==> src/rtl/core/met_pkg.sv <==
// shared constants, register codes and types for the escape time block
package met_pkg;

    localparam int COORD_W    = 9;
    localparam int Q_W        = 32;
    localparam int FRAC_BITS  = 28;
    localparam int COUNT_W    = 8;
    localparam int CFG_IDX_W  = 2;
    localparam int WIDTH_DEF  = 512;
    localparam int HEIGHT_DEF = 512;

    localparam logic [COUNT_W-1:0] LAST_ITER = 8'd255;

    localparam logic signed [Q_W-1:0] X_BEGIN_RST = -32'sd536870912;
    localparam logic signed [Q_W-1:0] X_END_RST   = 32'sd536870912;
    localparam logic signed [Q_W-1:0] Y_BEGIN_RST = -32'sd536870912;
    localparam logic signed [Q_W-1:0] Y_END_RST   = 32'sd536870912;

    typedef enum logic [CFG_IDX_W-1:0] {
        REG_X_BEGIN = 2'd0,
        REG_X_END   = 2'd1,
        REG_Y_BEGIN = 2'd2,
        REG_Y_END   = 2'd3
    } cfg_reg_t;

    typedef struct packed {
        logic               done;
        logic [COUNT_W-1:0] count;
    } iter_status_t;

endpackage

==> src/rtl/core/met_iter.sv <==
// z = z*z + c iteration around one shared multiplier: each step goes SQR, SQI, PRD, then UPD if not yet escaped
module met_iter (
    input  logic                           clk,
    input  logic                           rst_n,
    input  logic                           start,
    input  logic signed [met_pkg::Q_W-1:0] cr,
    input  logic signed [met_pkg::Q_W-1:0] ci,
    output met_pkg::iter_status_t          status
);
    import met_pkg::*;

    localparam int Z_W   = FRAC_BITS + 3;
    localparam int P_W   = 2 * Z_W;
    localparam int SQ_W  = 2 * FRAC_BITS + 4;
    localparam int SS_W  = SQ_W + 1;
    localparam int N_W   = Q_W + 2;

    localparam logic signed [N_W-1:0] TWO_N     = N_W'(2 ** (FRAC_BITS + 1));
    localparam logic signed [N_W-1:0] NEG_TWO_N = -TWO_N;
    localparam logic [SS_W-1:0]       FOUR_SQ   = SS_W'(1) << (2 * FRAC_BITS + 2);

    typedef enum logic [4:0] {
        I_IDLE = 5'b00001,
        I_SQR  = 5'b00010,
        I_SQI  = 5'b00100,
        I_PRD  = 5'b01000,
        I_UPD  = 5'b10000
    } iter_state_t;

    iter_state_t            state_reg, state_next;
    logic [COUNT_W-1:0]     iter_reg, iter_next;
    iter_status_t           status_reg, status_next;
    logic signed [Z_W-1:0]  zr_reg, zi_reg;
    logic signed [Q_W-1:0]  cr_reg, ci_reg;
    logic [SQ_W-1:0]        sr_reg, si_reg;
    logic signed [SQ_W-1:0] pr_reg;

    logic signed [Z_W-1:0]  mul_a, mul_b;
    logic signed [P_W-1:0]  mul_p;
    logic [SS_W-1:0]        sq_sum;
    logic signed [SQ_W-1:0] sq_diff, sq_sh, pr_sh;
    logic signed [N_W-1:0]  nr, ni;
    logic                   comp_out;

    always_comb
    begin
        case (state_reg)
            I_SQR:
            begin
                mul_a = zr_reg;
                mul_b = zr_reg;
            end
            I_SQI:
            begin
                mul_a = zi_reg;
                mul_b = zi_reg;
            end
            default:
            begin
                mul_a = zr_reg;
                mul_b = zi_reg;
            end
        endcase
    end

    assign mul_p    = mul_a * mul_b;
    assign sq_sum   = {1'b0, sr_reg} + {1'b0, si_reg};
    assign sq_diff  = $signed(sr_reg) - $signed(si_reg);
    assign sq_sh    = sq_diff >>> FRAC_BITS;
    assign pr_sh    = pr_reg >>> (FRAC_BITS - 1);
    assign nr       = $signed(sq_sh[N_W-1:0]) + $signed({{(N_W - Q_W){cr_reg[Q_W-1]}}, cr_reg});
    assign ni       = $signed(pr_sh[N_W-1:0]) + $signed({{(N_W - Q_W){ci_reg[Q_W-1]}}, ci_reg});
    assign comp_out = (nr > TWO_N) || (nr < NEG_TWO_N) || (ni > TWO_N) || (ni < NEG_TWO_N);

    always_comb
    begin
        state_next        = state_reg;
        iter_next         = iter_reg;
        status_next.done  = 1'b0;
        status_next.count = status_reg.count;
        case (state_reg)
            I_IDLE:
            begin
                if (start)
                begin
                    iter_next  = '0;
                    state_next = I_SQR;
                end
            end
            I_SQR:
            begin
                state_next = I_SQI;
            end
            I_SQI:
            begin
                state_next = I_PRD;
            end
            I_PRD:
            begin
                // squares of the z left by the previous step
                if (sq_sum > FOUR_SQ)
                begin
                    status_next.done  = 1'b1;
                    status_next.count = iter_reg - 1'b1;
                    state_next        = I_IDLE;
                end
                else
                begin
                    state_next = I_UPD;
                end
            end
            I_UPD:
            begin
                if (comp_out || iter_reg == LAST_ITER)
                begin
                    status_next.done  = 1'b1;
                    status_next.count = iter_reg;
                    state_next        = I_IDLE;
                end
                else
                begin
                    iter_next  = iter_reg + 1'b1;
                    state_next = I_SQR;
                end
            end
            default:
            begin
                state_next = I_IDLE;
            end
        endcase
    end

    always_ff @(posedge clk or negedge rst_n)
    begin
        if (!rst_n)
        begin
            state_reg  <= I_IDLE;
            iter_reg   <= '0;
            status_reg <= '0;
        end
        else
        begin
            state_reg  <= state_next;
            iter_reg   <= iter_next;
            status_reg <= status_next;
        end
    end

    always_ff @(posedge clk)
    begin
        if (state_reg == I_IDLE && start)
        begin
            zr_reg <= '0;
            zi_reg <= '0;
            cr_reg <= cr;
            ci_reg <= ci;
        end
        if (state_reg == I_SQR)
        begin
            sr_reg <= mul_p[SQ_W-1:0];
        end
        if (state_reg == I_SQI)
        begin
            si_reg <= mul_p[SQ_W-1:0];
        end
        if (state_reg == I_PRD)
        begin
            pr_reg <= mul_p[SQ_W-1:0];
        end
        if (state_reg == I_UPD && !comp_out)
        begin
            zr_reg <= nr[Z_W-1:0];
            zi_reg <= ni[Z_W-1:0];
        end
    end

    assign status = status_reg;

    a_z_bounded: assert property (@(posedge clk) disable iff (!rst_n)
        state_reg == I_SQR |-> (N_W'(zr_reg) <= TWO_N) && (N_W'(zr_reg) >= NEG_TWO_N)
                            && (N_W'(zi_reg) <= TWO_N) && (N_W'(zi_reg) >= NEG_TWO_N))
        else $error("z component out of range at step start");

    a_done_idle: assert property (@(posedge clk) disable iff (!rst_n)
        status_reg.done |-> state_reg == I_IDLE)
        else $error("iteration finished but sequencer not idle");

    a_upd_order: assert property (@(posedge clk) disable iff (!rst_n)
        state_reg == I_UPD |-> $past(state_reg) == I_PRD)
        else $error("update phase out of order");

endmodule

==> config.mk <==
export PLATFORM = sky130hd
export DESIGN_NAME = met_iter
export DESIGN_NICKNAME = d
export VERILOG_FILES = /design/src/rtl/core/met_pkg.sv /design/src/rtl/core/met_iter.sv
export SDC_FILE = /design/constraint.sdc
export NUM_CORES = 2
export LEC_CHECK = 0
export CAP_MARGIN = 25
export CORE_UTILIZATION = 65
export DETAILED_ROUTE_END_ITERATION = 6
export DONT_BUFFER_PORTS = 1
export PLACE_DENSITY = 0.84
export SLEW_MARGIN = 20
export SYNTH_ARGS = -nofsm -noshare
export SYNTH_HDL_FRONTEND = slang
export SYNTH_SLANG_ARGS = --single-unit
==> constraint.sdc <==
create_clock -name clk -period 13.8 [get_ports clk]
set_input_delay 0.69 -clock clk [delete_from_list [all_inputs] [get_ports clk]]
set_output_delay 0.69 -clock clk [all_outputs]
set_load 0.02 [all_outputs]
==> impl_metrics.tcl <==
set metrics [dict create \
    cts_tree "done" \
    drt-total-wl_um 180000 \
    grt_usage_pct 42.6 \
    synth_xor_area_share_pct 2.40 \
    fmax_mhz 89.4 \
    dieArea_mm2 0.0854 \
    wl_per_cell_um 26.0 \
    yosysWarningCount 0 \
    ctsResizeCount 0 \
    htree_levels 1 \
    slew_headroom_pct 19.0 \
    maxSlewViolCount 0 \
    synth_edf_count 279 \
    synth_adder_area_share_pct 44.9 \
    finalClockSkew_ps 35.7 \
    fin_crit_sh_pct 81.1 \
    place_congestion 1.05 \
    drive_gt1_share_pct 4.83 \
    end_kind "flop" \
    synth_top_cell_area_share_pct 36.6 \
    vias 44400 \
    syn2layout_area_growth_pct 4.10 \
    clock_path_buffers 3 \
    synth_area_leaders "fa_1, edfxtp_1, ha_1" \
    layout_commonest_cell "inv_1" \
    nets 7230 \
    grt_max_degree 66 \
    coreArea_mm2 0.0836 \
    die_w_um 292 \
    io_pins 76 \
    syn_area_per_cell_um2 9.28 \
    initial_utilization_pct 65.6 \
    grt_overflow_total 0 \
    fin_crit_ps 11190 \
    synth.distinct_cells 97 \
    drtIter0Drc 5010 \
    post_cts_buffers 0 \
    grt_pass1_wl_um 270000 \
    status "completed" \
    dp.cells 6842 \
    grt_pass1_vias 45400 \
    synth_mux_area_share_pct 2.63 \
    synthArstFlopShare_pct 7.31 \
    final_util_pct 68.2 \
    crit_slowest_cell "fa_1" \
    yosysTopAreaCell "fa_1" \
    fin_setup_tns_ps 0 \
    antenna_left 0 \
    dpl.hpwl_um 142000 \
    synth-seq-cells 301 \
    crit_required_ps 14150 \
    synthFlopType "edfxtp_1" \
    synth-seq-area-share_pct 16.3 \
    maxCapViolCount 0 \
    tightest_slew_ps 1180 \
    fp-row-count 106 \
    port-buffer-count 0 \
    setup_viol 0 \
    cts.sinks 301 \
    first_pass_iters 7 \
    path_common_cell "fa_1" \
    antenna_found_initial 5 \
    instances_no_fill 6902 \
    rsz0062_at_grt "false" \
    worstSetupPathType "reg2reg" \
    ctsRootBufferMaster "clkbuf_16" \
    hold_class "in2reg" \
    hold_viol_final 0 \
    clk_pin_slew_ps 70 \
    layout_common_cells "inv_1, fa_1, nor2_1" \
    synth_top_family_by_area "adder cells" \
    synth_simple_gate_area_share_pct 14.1 \
    cts_buffers 29 \
    slowest_delay_ps 990 \
    vias_per_cell 6.44 \
    synth_compound_area_share_pct 9.94 \
    die_h_um 292 \
    crit_path_max_fanout 40 \
    synthesis.nets 7335 \
    cp.arrival_ps 11540 \
    drcViolationCount 0 \
    hold-worst-slack_ps 169 \
    syn_area_mm2 0.0548 \
    synthCells 5902 \
    clock_latency_ps 610 \
    cp-start-kind "flop" \
]
what timing repair did:
action,in CTS,in global routing
endpoints found under the hold margin,22,0
hold buffers,2,0
setup endpoints to repair,0,0
critical path: cells and delay by family (launching register included):
kind            cells  cell delay [ps]
fa+ha+maj           9             5140
mux                 1              680
flops               1              440
xor+xnor            1              110
buf+inv             4              950
simple gates        6             1610
compound gates      9             1940
synthesized netlist by cell type (9+ instances only):
| library cell | number |
|---|---|
| nand4_1 | 40 |
| o2111ai_1 | 10 |
| o311ai_0 | 11 |
| nor2b_1 | 53 |
| a2111oi_0 | 16 |
| buf_2 | 9 |
| nor4_1 | 43 |
| dfrtp_1 | 21 |
| and2_1 | 41 |
| a21oi_1 | 206 |
| or2_2 | 17 |
| clkbuf_1 | 190 |
| nor3_1 | 55 |
| buf_1 | 12 |
| nand2b_1 | 43 |
| nand2_1 | 603 |
| or3_1 | 26 |
| a31oi_1 | 19 |
| nor2_1 | 685 |
| fa_1 | 1001 |
| nand3_1 | 62 |
| ha_1 | 365 |
| edfxtp_1 | 279 |
| mux2_2 | 64 |
| xnor2_1 | 105 |
| or4_1 | 10 |
| a211oi_1 | 32 |
| xor2_1 | 45 |
| and4_1 | 9 |
| a31o_2 | 14 |
| o21bai_1 | 25 |
| and3_1 | 31 |
| a21boi_0 | 15 |
| mux2i_1 | 72 |
| a21o_1 | 74 |
| o21ai_0 | 121 |
| a221oi_1 | 9 |
| o31a_1 | 10 |
| inv_1 | 1184 |
| o31ai_1 | 31 |
| a221o_1 | 18 |
| a211o_1 | 9 |
| o21a_1 | 31 |
| o211ai_1 | 39 |
cells by family after synthesis:
family / after synthesis
xor gates and xnor gates: 150
AOI/OAI and AO/OA: 792
and+or+nand+nor: 1755
DFF: 301
buffers and inverters: 1402
muxes: 136
adders and majority gates: 1366
worst paths after layout:
kind	endpoint	startpoint	slack [ps]	cells past startpoint
max	sr_reg[56]	state_reg[2]	2610	30
min in group asynchronous	state_reg[3]	rst_n	550	2
min reg2reg	iter_reg[1]	iter_reg[1]	560	1
max in group asynchronous	state_reg[0]	rst_n	13030	2
min	ci_reg[19]	ci[19]	170	0
max reg2reg	sr_reg[56]	state_reg[2]	2610	30
cell type report:
type	count	area, µm²
clock inverter	23	268
sequential	301	8930
tap	1080	1350
clock buffer	31	733
inverter	1187	4460
antenna	2	5.00
fill	6427	26500
timing repair buffer	79	599
multi-input combinational	4199	40700
through the flow:
step,cell area [µm²],setup WS [ps]
global route,57000,2110
detailed placement,56000,2870
global placement,56000,3080
finish,57000,2610
CTS,57000,2790
floorplan,54800,2750
per-layer routing:
metal | global-route usage [%] | share of wire, %
met3 | 13.3 | 13
met1 | 54.9 | 36
met5 | 0 | 0.031
met2 | 64.5 | 44
met4 | 23.5 | 7.0
Power is not shown: default switching activity piles up to over one toggle a cycle in this logic, so the estimate is an artifact.
