### config.mk
export PLATFORM = sky130hd
export DESIGN_NAME = met_map
export DESIGN_NICKNAME = d
export VERILOG_FILES = /design/src/rtl/core/met_pkg.sv /design/src/rtl/core/met_map.sv
export SDC_FILE = /design/constraint.sdc
export NUM_CORES = 1
export LEC_CHECK = 0
export ABC_CLOCK_PERIOD_IN_PS = 16550
export BUFFER_PORTS_ARGS = -buffer_cell sky130_fd_sc_hd__buf_2
export CORE_ASPECT_RATIO = 0.6
export CORE_MARGIN = 10
export CORE_UTILIZATION = 55
export DETAILED_ROUTE_END_ITERATION = 16
export GPL_TIMING_DRIVEN = 0
export PLACE_DENSITY_LB_ADDON = 0.15
export RECOVER_POWER = 50
export SYNTH_ARGS = -nofsm -noshare
export SYNTH_HDL_FRONTEND = slang
export SYNTH_SLANG_ARGS = --single-unit
export TNS_END_PERCENT = 20
### constraint.sdc
create_clock -name clk -period 16.55 [get_ports clk]
set_input_delay 0.8275 -clock clk [delete_from_list [all_inputs] [get_ports clk]]
set_output_delay 0.8275 -clock clk [all_outputs]
set_load 0.005 [all_outputs]
### src/rtl/core/met_pkg.sv
// shared constants, register codes and types for the escape time block
package met_pkg;

    localparam int COORD_W    = 9;
    localparam int Q_W        = 32;
    localparam int FRAC_BITS  = 28;
    localparam int COUNT_W    = 8;
    localparam int CFG_IDX_W  = 2;
    localparam int WIDTH_DEF  = 512;
    localparam int HEIGHT_DEF = 512;

    localparam logic [COUNT_W-1:0] LAST_ITER = 8'd255;

    localparam logic signed [Q_W-1:0] X_BEGIN_RST = -32'sd536870912;
    localparam logic signed [Q_W-1:0] X_END_RST   = 32'sd536870912;
    localparam logic signed [Q_W-1:0] Y_BEGIN_RST = -32'sd536870912;
    localparam logic signed [Q_W-1:0] Y_END_RST   = 32'sd536870912;

    typedef enum logic [CFG_IDX_W-1:0] {
        REG_X_BEGIN = 2'd0,
        REG_X_END   = 2'd1,
        REG_Y_BEGIN = 2'd2,
        REG_Y_END   = 2'd3
    } cfg_reg_t;

    typedef struct packed {
        logic               done;
        logic [COUNT_W-1:0] count;
    } iter_status_t;

endpackage

### src/rtl/core/met_map.sv
// pixel index to complex coordinate: multiply, reciprocal floor divide, saturate
module met_map #(
    parameter int DIV = met_pkg::WIDTH_DEF
) (
    input  logic                               clk,
    input  logic                               rst_n,
    input  logic                               start,
    input  logic signed [met_pkg::Q_W-1:0]     base,
    input  logic signed [met_pkg::Q_W-1:0]     limit,
    input  logic        [met_pkg::COORD_W-1:0] idx,
    output logic                               done,
    output logic signed [met_pkg::Q_W-1:0]     value
);
    import met_pkg::*;

    localparam int DIFF_W    = Q_W + 1;
    localparam int MW        = DIFF_W + COORD_W;
    localparam int PW        = MW + 1;
    localparam int SUM_W     = PW + 1;
    localparam int DW        = $clog2(DIV);
    localparam int HALF_W    = (PW + 1) / 2;
    localparam int REC_W     = PW + 1;
    localparam int ACC_W     = PW + REC_W;
    localparam int SH        = PW + DW;
    localparam int QUO_W     = ACC_W - SH;
    localparam int MAC_STEPS = 4;
    localparam int CNT_W     = $clog2(MAC_STEPS);

    // offset that makes the product non-negative, and the rounded-up reciprocal
    localparam logic [63:0] BIAS_K64 = ((64'd1 << (MW - 1)) + 64'(DIV) - 64'd1) / 64'(DIV);
    localparam logic [63:0] BIAS64   = BIAS_K64 * 64'(DIV);
    localparam logic [63:0] REC64    = ((64'd1 << SH) + 64'(DIV) - 64'd1) / 64'(DIV);

    localparam logic [PW-1:0]     BIAS_K = BIAS_K64[PW-1:0];
    localparam logic [PW-1:0]     BIAS   = BIAS64[PW-1:0];
    localparam logic [REC_W-1:0]  REC    = REC64[REC_W-1:0];
    localparam logic [HALF_W-1:0] REC_LO = REC[HALF_W-1:0];
    localparam logic [HALF_W-1:0] REC_HI = REC[REC_W-1:HALF_W];

    localparam logic [CNT_W-1:0]        CNT_LAST = CNT_W'(MAC_STEPS - 1);
    localparam logic signed [SUM_W-1:0] SAT_HI =
        $signed({{(SUM_W - Q_W + 1){1'b0}}, {(Q_W - 1){1'b1}}});
    localparam logic signed [SUM_W-1:0] SAT_LO =
        $signed({{(SUM_W - Q_W + 1){1'b1}}, {(Q_W - 1){1'b0}}});

    typedef enum logic [4:0] {
        M_IDLE = 5'b00001,
        M_MUL  = 5'b00010,
        M_BIAS = 5'b00100,
        M_MAC  = 5'b01000,
        M_FIN  = 5'b10000
    } map_state_t;

    map_state_t               state_reg, state_next;
    logic [CNT_W-1:0]         cnt_reg, cnt_next;
    logic                     done_reg, done_next;
    logic signed [DIFF_W-1:0] diff_reg;
    logic [COORD_W-1:0]       idx_reg;
    logic signed [PW-1:0]     prod_reg;
    logic [PW-1:0]            num_reg;
    logic [ACC_W-1:0]         acc_reg;
    logic signed [Q_W-1:0]    value_reg;

    logic [HALF_W-1:0]        num_hi;
    logic [HALF_W-1:0]        mul_a, mul_b;
    logic [2*HALF_W-1:0]      mul_p;
    logic [ACC_W-1:0]         pp_ext;
    logic [ACC_W-1:0]         term;
    logic [QUO_W-1:0]         quo;
    logic [PW-1:0]            q_fin;
    logic signed [SUM_W-1:0]  sum;

    // one partial product of offset product times reciprocal per cycle
    assign num_hi = {{(2 * HALF_W - PW){1'b0}}, num_reg[PW-1:HALF_W]};
    assign mul_a  = cnt_reg[0] ? num_hi : num_reg[HALF_W-1:0];
    assign mul_b  = cnt_reg[1] ? REC_HI : REC_LO;
    assign mul_p  = mul_a * mul_b;
    assign pp_ext = {{(ACC_W - 2 * HALF_W){1'b0}}, mul_p};

    always_comb
    begin
        if (cnt_reg[0] && cnt_reg[1])
        begin
            term = pp_ext << (2 * HALF_W);
        end
        else if (cnt_reg[0] || cnt_reg[1])
        begin
            term = pp_ext << HALF_W;
        end
        else
        begin
            term = pp_ext;
        end
    end

    assign quo   = acc_reg[ACC_W-1:SH];
    assign q_fin = {{(PW - QUO_W){1'b0}}, quo} - BIAS_K;
    assign sum   = $signed({{(SUM_W - Q_W){base[Q_W-1]}}, base})
                 + $signed({q_fin[PW-1], q_fin});

    always_comb
    begin
        state_next = state_reg;
        cnt_next   = cnt_reg;
        done_next  = 1'b0;
        case (state_reg)
            M_IDLE:
            begin
                if (start)
                begin
                    state_next = M_MUL;
                end
            end
            M_MUL:
            begin
                state_next = M_BIAS;
            end
            M_BIAS:
            begin
                cnt_next   = '0;
                state_next = M_MAC;
            end
            M_MAC:
            begin
                cnt_next = cnt_reg + 1'b1;
                if (cnt_reg == CNT_LAST)
                begin
                    state_next = M_FIN;
                end
            end
            M_FIN:
            begin
                done_next  = 1'b1;
                state_next = M_IDLE;
            end
            default:
            begin
                state_next = M_IDLE;
            end
        endcase
    end

    always_ff @(posedge clk or negedge rst_n)
    begin
        if (!rst_n)
        begin
            state_reg <= M_IDLE;
            cnt_reg   <= '0;
            done_reg  <= 1'b0;
        end
        else
        begin
            state_reg <= state_next;
            cnt_reg   <= cnt_next;
            done_reg  <= done_next;
        end
    end

    always_ff @(posedge clk)
    begin
        if (state_reg == M_IDLE && start)
        begin
            diff_reg <= $signed({limit[Q_W-1], limit}) - $signed({base[Q_W-1], base});
            idx_reg  <= idx;
        end
        if (state_reg == M_MUL)
        begin
            prod_reg <= diff_reg * $signed({1'b0, idx_reg});
        end
        if (state_reg == M_BIAS)
        begin
            num_reg <= $unsigned(prod_reg) + BIAS;
            acc_reg <= '0;
        end
        if (state_reg == M_MAC)
        begin
            acc_reg <= acc_reg + term;
        end
        if (state_reg == M_FIN)
        begin
            if (sum > SAT_HI)
            begin
                value_reg <= Q_W'(SAT_HI);
            end
            else if (sum < SAT_LO)
            begin
                value_reg <= Q_W'(SAT_LO);
            end
            else
            begin
                value_reg <= sum[Q_W-1:0];
            end
        end
    end

    assign done  = done_reg;
    assign value = value_reg;

    a_map_onehot: assert property (@(posedge clk) disable iff (!rst_n)
        $onehot(state_reg))
        else $error("map sequencer state not one-hot");

    a_map_done_idle: assert property (@(posedge clk) disable iff (!rst_n)
        done_reg |-> state_reg == M_IDLE)
        else $error("map finished but sequencer not idle");

    a_map_fin_order: assert property (@(posedge clk) disable iff (!rst_n)
        state_reg == M_FIN |-> $past(state_reg) == M_MAC && $past(cnt_reg) == CNT_LAST)
        else $error("map final phase out of order");

endmodule

==> results.ini, run 1 <==
[timing]
rsz0062_at_grt = no
setup_violations = 0
finalClockSkew_ns = 0.0186
fin_tns_setup_ns = 0
period_minus_slack_ns = 7.50
fin_crit_sh_pct = 45.3
worst_pin_slew_ns = 1.54
relSlewSlack_pct = -3.96
hold_violations = 0
drv_slew = 20
max_freq_ghz = 0.133

[finish]
fin_nets = 3350
n_fill_cell = 3895
layout_commonest_cell = inv_1
syn_to_final_growth_pct = 8.79
mostFrequentLayoutCells = inv_1, fa_1, nand2_1
largest_reg_flops = 66
drive_gt1_share_pct = 6.41

[routing]
drtIter0Drc = 2083
drtAntennaViolNets = 0
avgRoutedWirePerCell_um = 22.2
num_vias = 20446
drtPass1Iterations = 7
drc = 0
routed_via_density = 5.94
drt_wl_total_um = 76400

[floorplan]
die_x_um = 298
core_area_um2 = 45300
die-area_um2 = 55600
fp.dieH_um = 187
rows = 60
io_pins = 109
initial_core_util_pct = 56.3

[critical_path]
reg2reg_slack_ns = 9.05
reg2reg_from = idx_reg[2]
cp-end-kind = register
worstPathMaxFanout = 10
crit_arrival_ns = 7.82
path_class = register to register
start_kind = register
worst-endpoint-required_ns = 16.86
startpoint = idx_reg[2]

[global_routing]
use_met3_pct = 8.87
grt_max_degree = 68
first_global_vias = 19738
grt_pass1_wl_um = 117000
antenna_found_initial = 1
grt.busiest_layer = met1
grt_overflow_total = 0
grt_use_met2_pct = 34.5
gr-usage-met1_pct = 43.0
track_usage_pct = 26.9

[synthesis]
synthCells = 2648
yosysWarnings = 0
synth.distinct_cells = 77
async_flop_share_pct = 3.42
ys_ff_latch = 234
synth_area_um2 = 25500
synth-main-ff-cell = edfxtp_1
synth-edff-count = 226
syn-num-nets = 3195
synth.yosys.seq_area_share_pct = 27.4
syn_area_per_cell_um2 = 9.62

[worst_hold_path]
worstHoldPathType = primary input to async pin

[cts]
post_cts_resize_count = 0
cts_setup_buffers = 0
hold_buffers = 0
cts_tree = yes
clk_latency_ns = 0.56
clk_transition_reported_paths_ns = 0.07
clock-root-buffer = clkbuf_16
htreeDepth = 1
clk_path_buf_depth = 3
numCtsBuffers = 26
clock-sinks = 234

[placed_design]
gp_congestion = 0.974
hpwl_um = 63000
io_buffers = 108

[run_status]
violations = capacitance limit, slew limit
outcome = finished, violations left

[job]
maxCapViolCount = 3

[cell usage after synthesis, types with 23 or more instances]
cell	instances	area share (%)
o21ai_0	77	1.5
nand4_1	23	0.56
nand2_1	228	3.4
edfxtp_1	226	27
nand2b_1	30	0.74
a21oi_1	163	3.2
xnor2_1	87	3.0
inv_1	296	4.4
nor3_1	46	0.90
xor2_1	65	2.2
nand3_1	38	0.75
fa_1	244	19
mux2i_1	24	0.94
a21o_1	80	2.4
o21a_1	30	0.88
and2_1	186	4.6
ha_1	227	11
o21ai_2	32	1.1
a211oi_1	24	0.71
clkbuf_1	68	1.0
nor2_1	203	3.0
[critical path: stages, from the launching register on]
cell	delay, ns
edfxtp_1	0.67
clkbuf_1	0.53
nand2_1	0.16
fa_1	0.54
inv_1	0.11
fa_1	0.55
fa_1	0.45
fa_1	0.55
inv_1	0.06
fa_1	0.55
inv_1	0.05
ha_1	0.27
clkbuf_1	0.35
nand3_1	0.11
or4_1	0.40
nor3_1	0.43
o2111ai_1	0.26
a21oi_1	0.33
o211ai_1	0.20
a211oi_1	0.34
a211o_1	0.16
a21oi_1	0.07
xnor2_1	0.12
[final timing paths]
path	endpoint	depth (start not counted)
max	prod_reg[42]	22
min	done	1
max reg2reg	prod_reg[42]	22
min reg2reg	num_reg[20]	0
max in group asynchronous	state_reg[4]	1
min in group clk	num_reg[20]	0
[logic make-up after synthesis]
logic type      count (synthesis)  synth area share (%)
compound gates                557                  14.4
buf+inv                       381                  5.78
simple gates                  829                  15.9
flops                         234                  27.4
fa+ha+maj                     471                  30.3
xor+xnor                      152                  5.23
mux                            24                 0.943
[stage by stage]
| stage | utilization, % | worst slack [ns] | hold slack (ns) | std cells | area, um^2 |
|---|---|---|---|---|---|
| after floorplan | - | 9.67 | 0.400 | 2648 | 25500 |
| after global placement | 59.2 | 6.88 | 0.405 | 3376 | 26800 |
| after detailed placement | 59.6 | 9.24 | 0.405 | 3395 | 27000 |
| after CTS | 61.5 | 9.18 | 0.123 | 3443 | 27900 |
| after global routing | 61.2 | 8.73 | 0.274 | 3443 | 27700 |
| final | 61.2 | 9.05 | 0.246 | 3444 | 27700 |
[layer usage]
layer,vias up,share of wire [%],wire length (um)
met3,83,13,9730
met4,0,1.3,994
met2,1003,38,28900
met1,9968,48,36800
li1,9392,-,-
met5,-,0,0
[cell type report]
type                    count  area (um^2)  share of cell area, %
multi-input cells        2033        17000                   61.4
flip-flops and latches    234         6990                   25.2
inverters                 296         1110                   4.02
well taps                 620          776                   2.80
clock buffers              29          683                   2.47
repair buffers            127          578                   2.09
plain buffers              85          360                   1.30
clock inverters            19          196                  0.709
diodes                      1         2.50                0.00903
Power of run 1 is left out: the tool's default activity adds up to more than one toggle a clock period on the data nets, which glitch-free logic cannot reach.
==> run 2, diff against run 1 <==
--- a/config.mk
+++ b/config.mk
@@ -5,7 +5,7 @@
 export SDC_FILE = /design/constraint.sdc
 export NUM_CORES = 1
 export LEC_CHECK = 0
-export ABC_CLOCK_PERIOD_IN_PS = 16550
+export ABC_CLOCK_PERIOD_IN_PS = 6400
 export BUFFER_PORTS_ARGS = -buffer_cell sky130_fd_sc_hd__buf_2
 export CORE_ASPECT_RATIO = 0.6
 export CORE_MARGIN = 10
==> constraint.sdc (replaced) <==
create_clock -name clk -period 6.4 [get_ports clk]
set_input_delay 0.32 -clock clk [delete_from_list [all_inputs] [get_ports clk]]
set_output_delay 0.32 -clock clk [all_outputs]
set_load 0.005 [all_outputs]
==> run 2 against run 1 <==
  * The run now ends clean
  * Maximum frequency rose by 18%
  * Flip-flop and latch count did not move
  * Cell area increased by 3.9%
  * First-iteration DRC count is 7.2% higher
  * Setup slack got worse by 9.0 ns
  * Count of clock-buffer cells in the layout rose by 3
  * Clock skew up 0.012 ns
  * Wire length rose by 2.5%
==> results.ini, run 2 (same netlist as run 1, synthesis figures left out) <==
[run_status]
outcome = finished clean

[timing]
fin_crit_sh_pct = 99.3  ; +54 points
holdWs_ns = 0.0728  ; -0.173 ns
worst_pin_slew_ns = 1.12  ; -0.422 ns
fin_tns_setup_ns = 0  ; unchanged
drv_slew = 0  ; -100%
timing.final.ws_setup_ns = 0.0433  ; -9.00 ns
hold_violations = 0  ; unchanged
rsz0062_at_grt = yes
setup_violations = 0  ; unchanged
max_freq_ghz = 0.157  ; +18%
finalClockSkew_ns = 0.0308  ; +0.0123 ns
period_minus_slack_ns = 6.36  ; -1.15 ns
relSlewSlack_pct = 24.5  ; +29 points

[critical_path]
cp-end-kind = register
worst-endpoint-required_ns = 6.75  ; -10.11 ns
crit_arrival_ns = 6.70  ; -1.12 ns
path_class = register to register
start_kind = register
worstPathMaxFanout = 6  ; -4

[global_routing]
grt_max_degree = 68  ; unchanged
grt_pass1_wl_um = 119000  ; +1.4%
first_global_vias = 20054  ; +1.6%
grt_overflow_total = 0  ; unchanged
track_usage_pct = 27.1  ; +0.19 points
antenna_found_initial = 3  ; +2

[finish]
mostFrequentLayoutCells = inv_1, fa_1, edfxtp_1
multi_input_area_um2 = 17400  ; +2.2%
syn_to_final_growth_pct = 13.0
finalInstanceArea_um2 = 28800  ; +3.9%
diodes = 0  ; -1
regArea_um2 = 6990  ; unchanged
layout_commonest_cell = inv_1
fin_nets = 3421  ; +2.1%
drive_gt1_share_pct = 11.6  ; +5.2 points
largest_reg_flops = 66  ; unchanged
n_fill_cell = 3761  ; -3.4%

[cts]
clk_transition_reported_paths_ns = 0.07  ; about the same
cts_tree = yes
clk_latency_ns = 0.57  ; about the same
numCtsBuffers = 26  ; unchanged
clk_path_buf_depth = 3  ; unchanged
htreeDepth = 1  ; unchanged
clock-sinks = 234  ; unchanged
clock-root-buffer = clkbuf_16

[placed_design]
io_buffers = 108  ; unchanged
gp_congestion = 0.961  ; -1.3%
hpwl_um = 62800  ; -0.45%
placed_area_um2 = 27000  ; about the same
pre_cts_ws_ns = -0.928  ; -10.17 ns

[floorplan]
initial_core_util_pct = 56.3  ; unchanged
fp.dieH_um = 187  ; unchanged
io_pins = 109  ; unchanged
die-area_um2 = 55600  ; unchanged
rows = 60  ; unchanged
core_area_um2 = 45300  ; unchanged
die_x_um = 298  ; unchanged

[routing]
drtIter0Drc = 2233  ; +7.2%
num_vias = 20924  ; +2.3%
avgRoutedWirePerCell_um = 22.3  ; +0.45%
drtAntennaViolNets = 0  ; unchanged
drtPass1Iterations = 7  ; unchanged
drt_wl_total_um = 78200  ; +2.5%
routed_via_density = 5.96  ; +0.33%
drc = 0  ; unchanged

[worst_hold_path]
worstHoldPathType = primary input to register

[job]
maxCapViolCount = 0  ; -3

## run 2: changes by cell type in the layout (fill, tap and decap cells not counted), sizes merged, moves of 2 or more
cell,delta
clkbuf,-21
dlygate4sd3,+10
inv,-4
buf,+85
clkinv,-2
## run 2: per-layer routing
layer  up-vias  share of wire, %  GRT usage (%)
li1       9534                 -              -
met1     10237                47           43.1
met2      1046                39           35.8
met3       105                12           7.78
met4         2               1.9           3.87
met5         -             0.017              0
## run 2: what timing repair did
item,4_1_cts,5_1_grt
hold buffers,10,0
pin swaps,4,57
setup buffers,12,52
cloned,0,3
gates resized for setup,47,119
setup endpoints to repair,24,17
endpoints found under the hold margin,17,0
## run 2: layout make-up
class / count / share of cell area, %
plain buffers: 80 / 1.59
clock buffers: 32 / 2.41
clock inverters: 15 / 0.613
inverters: 296 / 3.88
multi-input cells: 2033 / 60.4
flip-flops and latches: 234 / 24.3
well taps: 620 / 2.69
repair buffers: 203 / 4.15
## run 2: worst paths after layout
path | startpoint | to | slack (ns) | cells after the start
min in group asynchronous | rst_n | done | 0.27 | 2
max | idx_reg[4] | prod_reg[39] | 0.04 | 22
max in group asynchronous | rst_n | state_reg[1] | 5.75 | 2
max reg2reg | idx_reg[4] | prod_reg[39] | 0.04 | 22
min | start | state_reg[1] | 0.07 | 3
min reg2reg | prod_reg[29] | num_reg[29] | 0.41 | 0
## run 2: metrics by stage
stage,cells,utilization (%)
2_1_floorplan,2648,-
3_3_place_gp,3376,59.2
3_5_place_dp,3394,59.6
4_1_cts,3460,62.2
5_1_grt,3513,63.6
6_report,3513,63.6
## run 2: worst max-delay path: stages (launching register included)
cell      delay (ns)
edfxtp_1        0.56
buf_4           0.22
buf_2           0.16
and2_1          0.16
fa_2            0.34
fa_1            0.56
fa_2            0.45
fa_1            0.55
inv_1           0.07
fa_1            0.53
inv_1           0.05
ha_2            0.37
nand4_1         0.25
a211oi_4        0.40
o31ai_2         0.10
buf_4           0.16
a21oi_4         0.26
a221oi_4        0.11
nor3_2          0.17
buf_4           0.16
a21o_1          0.12
nand2_1         0.06
a221oi_1        0.33
Power of run 2 is left out for the same reason.
